### src/rtl/mtg_pkg.sv
// ----------------------------------------------------------------------------
// mtg_pkg
// Constants, types and word functions shared by the MT19937 generator.
// ----------------------------------------------------------------------------
package mtg_pkg;

  localparam int unsigned STATE_WORDS = 624;
  localparam int unsigned SHIFT_DIST  = 397;
  localparam int unsigned IDX_W       = $clog2(STATE_WORDS);

  localparam logic [IDX_W-1:0] LAST_IDX = IDX_W'(STATE_WORDS - 1);

  localparam logic [31:0] INIT_MULT = 32'd1812433253;
  localparam logic [31:0] TWIST_XOR = 32'h9908_b0df;
  localparam logic [31:0] TEMPER_B  = 32'h9d2c_5680;
  localparam logic [31:0] TEMPER_C  = 32'hefc6_0000;
  localparam logic [31:0] SEED_RST  = 32'd5489;

  typedef enum logic [1:0] {
    ST_IDLE,
    ST_SEED,
    ST_DRAW
  } mtg_state_e;

  typedef struct packed {
    logic push;
    logic last;
  } mtg_seed_t;

  function automatic logic [31:0] twist(input logic [31:0] head,
                                        input logic [31:0] next,
                                        input logic [31:0] far);
    logic [31:0] mixed;
    mixed = {head[31], next[30:0]};
    return far ^ (mixed >> 1) ^ (mixed[0] ? TWIST_XOR : 32'h0);
  endfunction

  function automatic logic [31:0] temper(input logic [31:0] word);
    logic [31:0] y;
    y = word;
    y = y ^ (y >> 11);
    y = y ^ ((y << 7) & TEMPER_B);
    y = y ^ ((y << 15) & TEMPER_C);
    y = y ^ (y >> 18);
    return y;
  endfunction

endpackage

### src/rtl/mtg_seeder.sv
// ----------------------------------------------------------------------------
// mtg_seeder
// Produces the 624 initial state words from the seed, one word per cycle.
// ----------------------------------------------------------------------------
module mtg_seeder
  import mtg_pkg::*;
(
  input  logic        clk_i,
  input  logic        rst_ni,
  input  logic        start_i,
  input  logic [31:0] seed_i,
  output logic [31:0] word_o,
  output mtg_seed_t   ctrl_o
);

  logic             busy_q, busy_d;
  logic [IDX_W-1:0] count_q, count_d;
  logic [31:0]      prev_q;
  logic [31:0]      mix;
  logic [31:0]      prod;

  assign mix  = prev_q ^ (prev_q >> 30);
  assign prod = mix * INIT_MULT;

  always_comb begin
    if (count_q == '0) begin
      word_o = seed_i;
    end else begin
      word_o = prod + {{(32 - IDX_W){1'b0}}, count_q};
    end
  end

  assign ctrl_o.push = busy_q;
  assign ctrl_o.last = busy_q && (count_q == LAST_IDX);

  always_comb begin
    busy_d  = busy_q;
    count_d = count_q;
    if (start_i) begin
      busy_d  = 1'b1;
      count_d = '0;
    end else if (busy_q) begin
      count_d = count_q + IDX_W'(1);
      if (count_q == LAST_IDX) begin
        busy_d = 1'b0;
      end
    end
  end

  always_ff @(posedge clk_i or negedge rst_ni) begin
    if (!rst_ni) begin
      busy_q  <= 1'b0;
      count_q <= '0;
    end else begin
      busy_q  <= busy_d;
      count_q <= count_d;
    end
  end

  always_ff @(posedge clk_i) begin
    if (busy_q) begin
      prev_q <= word_o;
    end
  end

endmodule

### config.mk
export PLATFORM = sky130hd
export DESIGN_NAME = mtg_seeder
export DESIGN_NICKNAME = d
export VERILOG_FILES = /design/src/rtl/mtg_pkg.sv /design/src/rtl/mtg_seeder.sv
export SDC_FILE = /design/constraint.sdc
export NUM_CORES = 1
export LEC_CHECK = 0
export ABC_CLOCK_PERIOD_IN_PS = 10400
export BUFFER_PORTS_ARGS = -buffer_cell sky130_fd_sc_hd__buf_2
export CORE_ASPECT_RATIO = 0.7
export CORE_MARGIN = 5
export CORE_UTILIZATION = 54
export DETAILED_ROUTE_END_ITERATION = 10
export MAX_ROUTING_LAYER = met4
export PLACE_DENSITY = 0.73
export SLEW_MARGIN = 20
export SYNTH_ARGS = -nofsm -noshare
export SYNTH_HDL_FRONTEND = slang
export SYNTH_SLANG_ARGS = --single-unit
### constraint.sdc
create_clock -name clk_i -period 10.4 [get_ports clk_i]
set_input_delay 1.56 -clock clk_i [delete_from_list [all_inputs] [get_ports clk_i]]
set_output_delay 1.56 -clock clk_i [all_outputs]
set_load 0.03 [all_outputs]
==> results of run 1 <==
-- placed cells by master, fill, tap and decap left out, types with 3 or more instances in the layout --
master,count
a211oi_1,7
a21o_1,8
a21oi_1,35
and2_1,3
and3_1,3
buf_2,68
buf_4,5
clkbuf_16,5
dfrtp_1,10
edfxtp_1,32
fa_1,153
ha_1,239
inv_1,267
nand2_1,39
nand3_1,5
nand4_1,6
nor2_1,41
nor2b_1,4
nor3_1,5
nor3b_1,4
o211ai_1,4
o21a_1,4
o21ai_0,24
o21ai_1,4
o21bai_1,4
xnor2_1,47
xor2_1,19
-- critical path, cell delays in order (launching register included) --
cell and delay (ns):
edfxtp_1 0.47, xor2_1 0.18, buf_4 0.23, xor2_1 0.64, ha_1 0.26, or2_2 0.11
ha_1 0.22, inv_1 0.07, fa_1 0.40, inv_1 0.07, ha_1 0.17, fa_1 0.45
fa_1 0.45, fa_1 0.51, inv_1 0.05, fa_1 0.48, inv_1 0.05, ha_1 0.41
a21oi_1 0.18, o21ai_0 0.14, a2111o_1 0.43, a21oi_1 0.38, o31ai_1 0.16, xnor2_1 0.16
a21oi_1 0.20, buf_2 0.23
-- per-stage QoR --
stage          util (%)  area, µm²  hold slack (ns)
6_report          58.83      11070           0.5905
5_1_grt           58.83      11070           0.5996
4_1_cts           58.83      11070           0.5825
3_5_place_dp      57.93      10900           0.5650
3_3_place_gp      57.93      10900           0.5572
2_1_floorplan         -      10280           0.5315
-- sequential cells by signal, indices dropped and copies added (netlist names) --
name / flops
prev_q: 32
count_q: 10
busy_q: 1
-- routing by layer --
metal	global-route usage (%)	routed length, µm
met5	-	0
met2	34.73	10300
met1	36.71	12010
met3	5.190	2139
met4	3.509	288
-- worst min-delay path by stage --
stage	start	end	slack (ns)	cells after the start
finish	count_q[7]	count_q[7]	0.59	2
global route	count_q[7]	count_q[7]	0.60	2
CTS	count_q[7]	count_q[7]	0.58	2
detailed placement	count_q[7]	count_q[7]	0.56	2
global placement	count_q[7]	count_q[7]	0.56	2
floorplan	count_q[7]	count_q[7]	0.53	2
-- kinds of logic after synthesis --
| kind of cell | after synthesis | synth area share (%) |
|---|---|---|
| buffers and inverters | 284 | 10.47 |
| muxes | 2 | 0.1947 |
| and+or+nand+nor | 121 | 5.560 |
| DFF | 43 | 12.02 |
| adders and majority gates | 392 | 58.86 |
| xor gates and xnor gates | 66 | 5.620 |
| AOI/OAI and AO/OA | 114 | 7.275 |
-- area by class of cell --
type / instances / area [µm²]
Clock buffer: 5 / 125.1
Sequential cell: 43 / 1237
Tap cell: 242 / 302.8
Inverter: 267 / 1002
Timing Repair Buffer: 73 / 377.9
Clock inverter: 3 / 43.79
Multi-Input combinational cell: 695 / 7978
Fill cell: 1622 / 7746
==> metrics.cfg, run 1 <==
[sta]
post-route-period-util_pct=86.46
setup_viol=0
slew_headroom_pct=48.30
fmax_ghz=0.1112
rsz0062_at_grt=no
setup_slack_ns=1.408
hold_violations=0
slew_violations=0
worst_slew_pin_slew_ns=0.7729
skew_ns=0.01396
tns_ns=0
fin_crit_ns=8.992

[global_route]
grt_first_pass_wirelength_um=40770
grt_pass1_vias=7702
antenna_found_initial=0
grt.total_usage_pct=24.39
grt_max_degree=26
grt-ovfl-total=0

[logic_synthesis]
yosysTopAreaCellShare_pct=29.78
mappedNetlistArea_mm2=0.01028
synth_area_leaders=fa_1 (30%), ha_1 (29%), inv_1 (9.7%), edfxtp_1 (9.3%), xnor2_1 (4.0%)
synth.most_common_cell=inv_1
synth_top_flop_cell=edfxtp_1
ys_warn_count=0
synthCells=1022
yosys_register_bits=43
synth_nets=1449
synth_cell_types=56
seq_area_frac_synth_pct=12.02
syn_area_per_cell_um2=10.06
yosys.area.top_type=fa_1
synth_commonest_cells=inv_1 (267), ha_1 (239), fa_1 (153), xnor2_1 (47), nor2_1 (41)
synthArstFlopShare_pct=25.58
synth_edf_count=32

[clock_tree]
cts-root-buf=clkbuf_16
hold_buffers=0
cts_resized=0
cts_max_level=2
numClockSinks=43
clk_pin_slew_ns=0.07
cts_tree=yes
clkLatencyLatePin_ns=0.30
post_cts.repair.setup_buffers=0
clockBufferDepth=2
cts-buffers-inserted=5

[critical_path]
r2r_start=prev_q[30]
worst_setup_path_end_kind=output pin
r2r_slack_ns=3.23
worst_r2r_endpoint=prev_q[30]
startpoint=prev_q[30]
arrival_ns=7.43
critPathMaxFanout=8
cp-endpoint=word_o[28]
startpoint_type=register
worstSetupPathType=reg -> out
rr_worst_depth=24
crit_required_ns=8.84

[floorplanning]
die_w_um=175.0
rows=42
die_h_um=125.5
initial_core_util_pct=54.67
ioPinCount=69
coreArea_mm2=0.01881
die-area_mm2=0.02195

[place]
dpl.hpwl_um=21150
place.gp.congestion=0.9562
place_ws_ns=1.825
dp.cells=1320
place.port_buffers=68

[route]
wl_per_cell_um=18.63
drt_pass1_iterations=5
drtAntennaViolNets=0
via_per_inst=5.391
drtIter0Drc=421
vias=7159
drc_errors=0
finalWirelength_um=24740

[outcome]
outcome=completed

[hold_path]
worstHoldPathType=reg -> reg

[cells_and_area]
n_antenna_cell=0
syn_to_final_growth_pct=7.604
drive_gt1_share_pct=8.471
fin_nets=1512
fin_cells=1328

[flow_run]
cap_violations=0

Power of run 1 is left out: the tool's default activity adds up to more than one toggle a clock period on the data nets, which glitch-free logic cannot reach.
==> inputs of run 2 (changes only) <==
--- a/config.mk
+++ b/config.mk
@@ -8,7 +8,7 @@
 export ABC_CLOCK_PERIOD_IN_PS = 10400
 export BUFFER_PORTS_ARGS = -buffer_cell sky130_fd_sc_hd__buf_2
 export CORE_ASPECT_RATIO = 0.7
-export CORE_MARGIN = 5
+export CORE_MARGIN = 2
 export CORE_UTILIZATION = 54
 export DETAILED_ROUTE_END_ITERATION = 10
 export MAX_ROUTING_LAYER = met4
==> metrics.cfg, run 2 (synthesis gave the netlist of run 1 again) <==
[place]
place.gp.congestion=0.9899
placed_area_mm2=0.01090
dpl.hpwl_um=21170
place.port_buffers=68

[clock_tree]
numClockSinks=43
cts_max_level=2
cts_resized=0
cts-root-buf=clkbuf_16
clk_pin_slew_ns=0.07
post_cts.repair.setup_buffers=0
hold_buffers=0
clockBufferDepth=2
clkLatencyLatePin_ns=0.30
cts-buffers-inserted=5
cts_tree=yes

[cells_and_area]
regMostFlops=prev_q
drive_gt1_share_pct=8.379
fin_nets=1512
layout_common_cells=inv_1 (267), ha_1 (239), fa_1 (153)
largest_reg_flops=32
n_antenna_cell=0
design_area_mm2=0.01109
top_regs=prev_q (32), count_q (10), busy_q (1)
final_common_cell=inv_1
syn_to_final_growth_pct=7.798

[hold_path]
whs_path_depth=2
worstHoldPathType=reg -> reg
hp-start=count_q[7]
whs_endpoint=count_q[7]

[floorplanning]
die_w_um=169.0
ioPinCount=69
die_h_um=119.5
coreArea_mm2=0.01876
rows=42
initial_core_util_pct=54.82
die-area_mm2=0.02018

[global_route]
grt_pass1_vias=7750
grt_first_pass_wirelength_um=42140
grt_max_degree=28
antenna_found_initial=0
grt-ovfl-total=0
grt.total_usage_pct=28.23

[sta]
rsz0062_at_grt=no
slew_headroom_pct=46.29
fin_crit_ns=8.872
slew_violations=0
post-route-period-util_pct=85.31
fmax_ghz=0.1127
worst_slew_pin_slew_ns=0.8056
hold_violations=0
skew_ns=0.006647
tns_ns=0
setup_viol=0

[route]
drtAntennaViolNets=0
vias=7272
drtIter0Drc=450
drt_pass1_iterations=5
finalWirelength_um=25330
drc_errors=0
wl_per_cell_um=19.07
via_per_inst=5.476

[critical_path]
crit_required_ns=8.84
worstSetupPathType=reg -> out
rr_worst_depth=23
arrival_ns=7.31
critPathMaxFanout=8
startpoint_type=register
worst_r2r_endpoint=prev_q[31]
worst_setup_path_end_kind=output pin
r2r_slack_ns=3.40
r2r_start=prev_q[30]

[outcome]
outcome=completed

[flow_run]
cap_violations=0

[run 2: layout make-up]
class,instances,area [µm²]
fill,1582,7674
sequential,43,1237
inverter,267,1002
multi-input combinational,695,7978
clock inverter,2,60.06
clock buffer,6,128.9
tap,242,302.8
timing repair buffer,73,377.9
[run 2: metal layers]
metal | vias up | GRT usage, % | wire (µm) | part of all wire [%]
li1 | 3408 | - | - | -
met4 | 0 | 5.873 | 547 | 2.2
met3 | 48 | 4.686 | 2196 | 8.7
met5 | - | - | 0 | 0
met1 | 3512 | 42.45 | 12030 | 47
met2 | 304 | 40.24 | 10560 | 42
[run 2: through the flow]
stage	cells	util (%)	hold slack, ns	setup WS [ns]
global route	1328	59.10	0.6185	1.149
CTS	1328	59.10	0.5836	1.598
finish	1328	59.10	0.5864	1.528
floorplan	1022	-	0.5315	2.291
detailed placement	1320	58.09	0.5671	1.971
global placement	1320	58.09	0.5692	2.010
[run 2: critical path: stages (launching register included)]
cell	delay (ns)
edfxtp_1	0.46
xor2_1	0.17
buf_4	0.23
xor2_1	0.57
ha_1	0.27
or2_2	0.11
ha_1	0.16
fa_1	0.44
ha_1	0.21
fa_1	0.48
fa_1	0.46
fa_1	0.52
inv_1	0.05
fa_1	0.49
inv_1	0.04
ha_1	0.36
a21oi_1	0.19
o21ai_0	0.23
a2111oi_0	0.55
nor3_1	0.10
o41ai_1	0.12
a31oi_1	0.18
xnor2_1	0.17
a21oi_1	0.21
buf_2	0.23
[run 2: worst max-delay path by stage]
stage,startpoint,end,slack [ns],depth (start not counted)
floorplan,prev_q[31],word_o[28],2.29,24
global placement,prev_q[30],word_o[28],2.01,25
detailed placement,prev_q[30],word_o[31],1.97,26
CTS,prev_q[30],word_o[31],1.60,26
global route,prev_q[30],word_o[31],1.15,26
finish,prev_q[30],word_o[31],1.53,24
Power of run 2 is left out for the same reason.
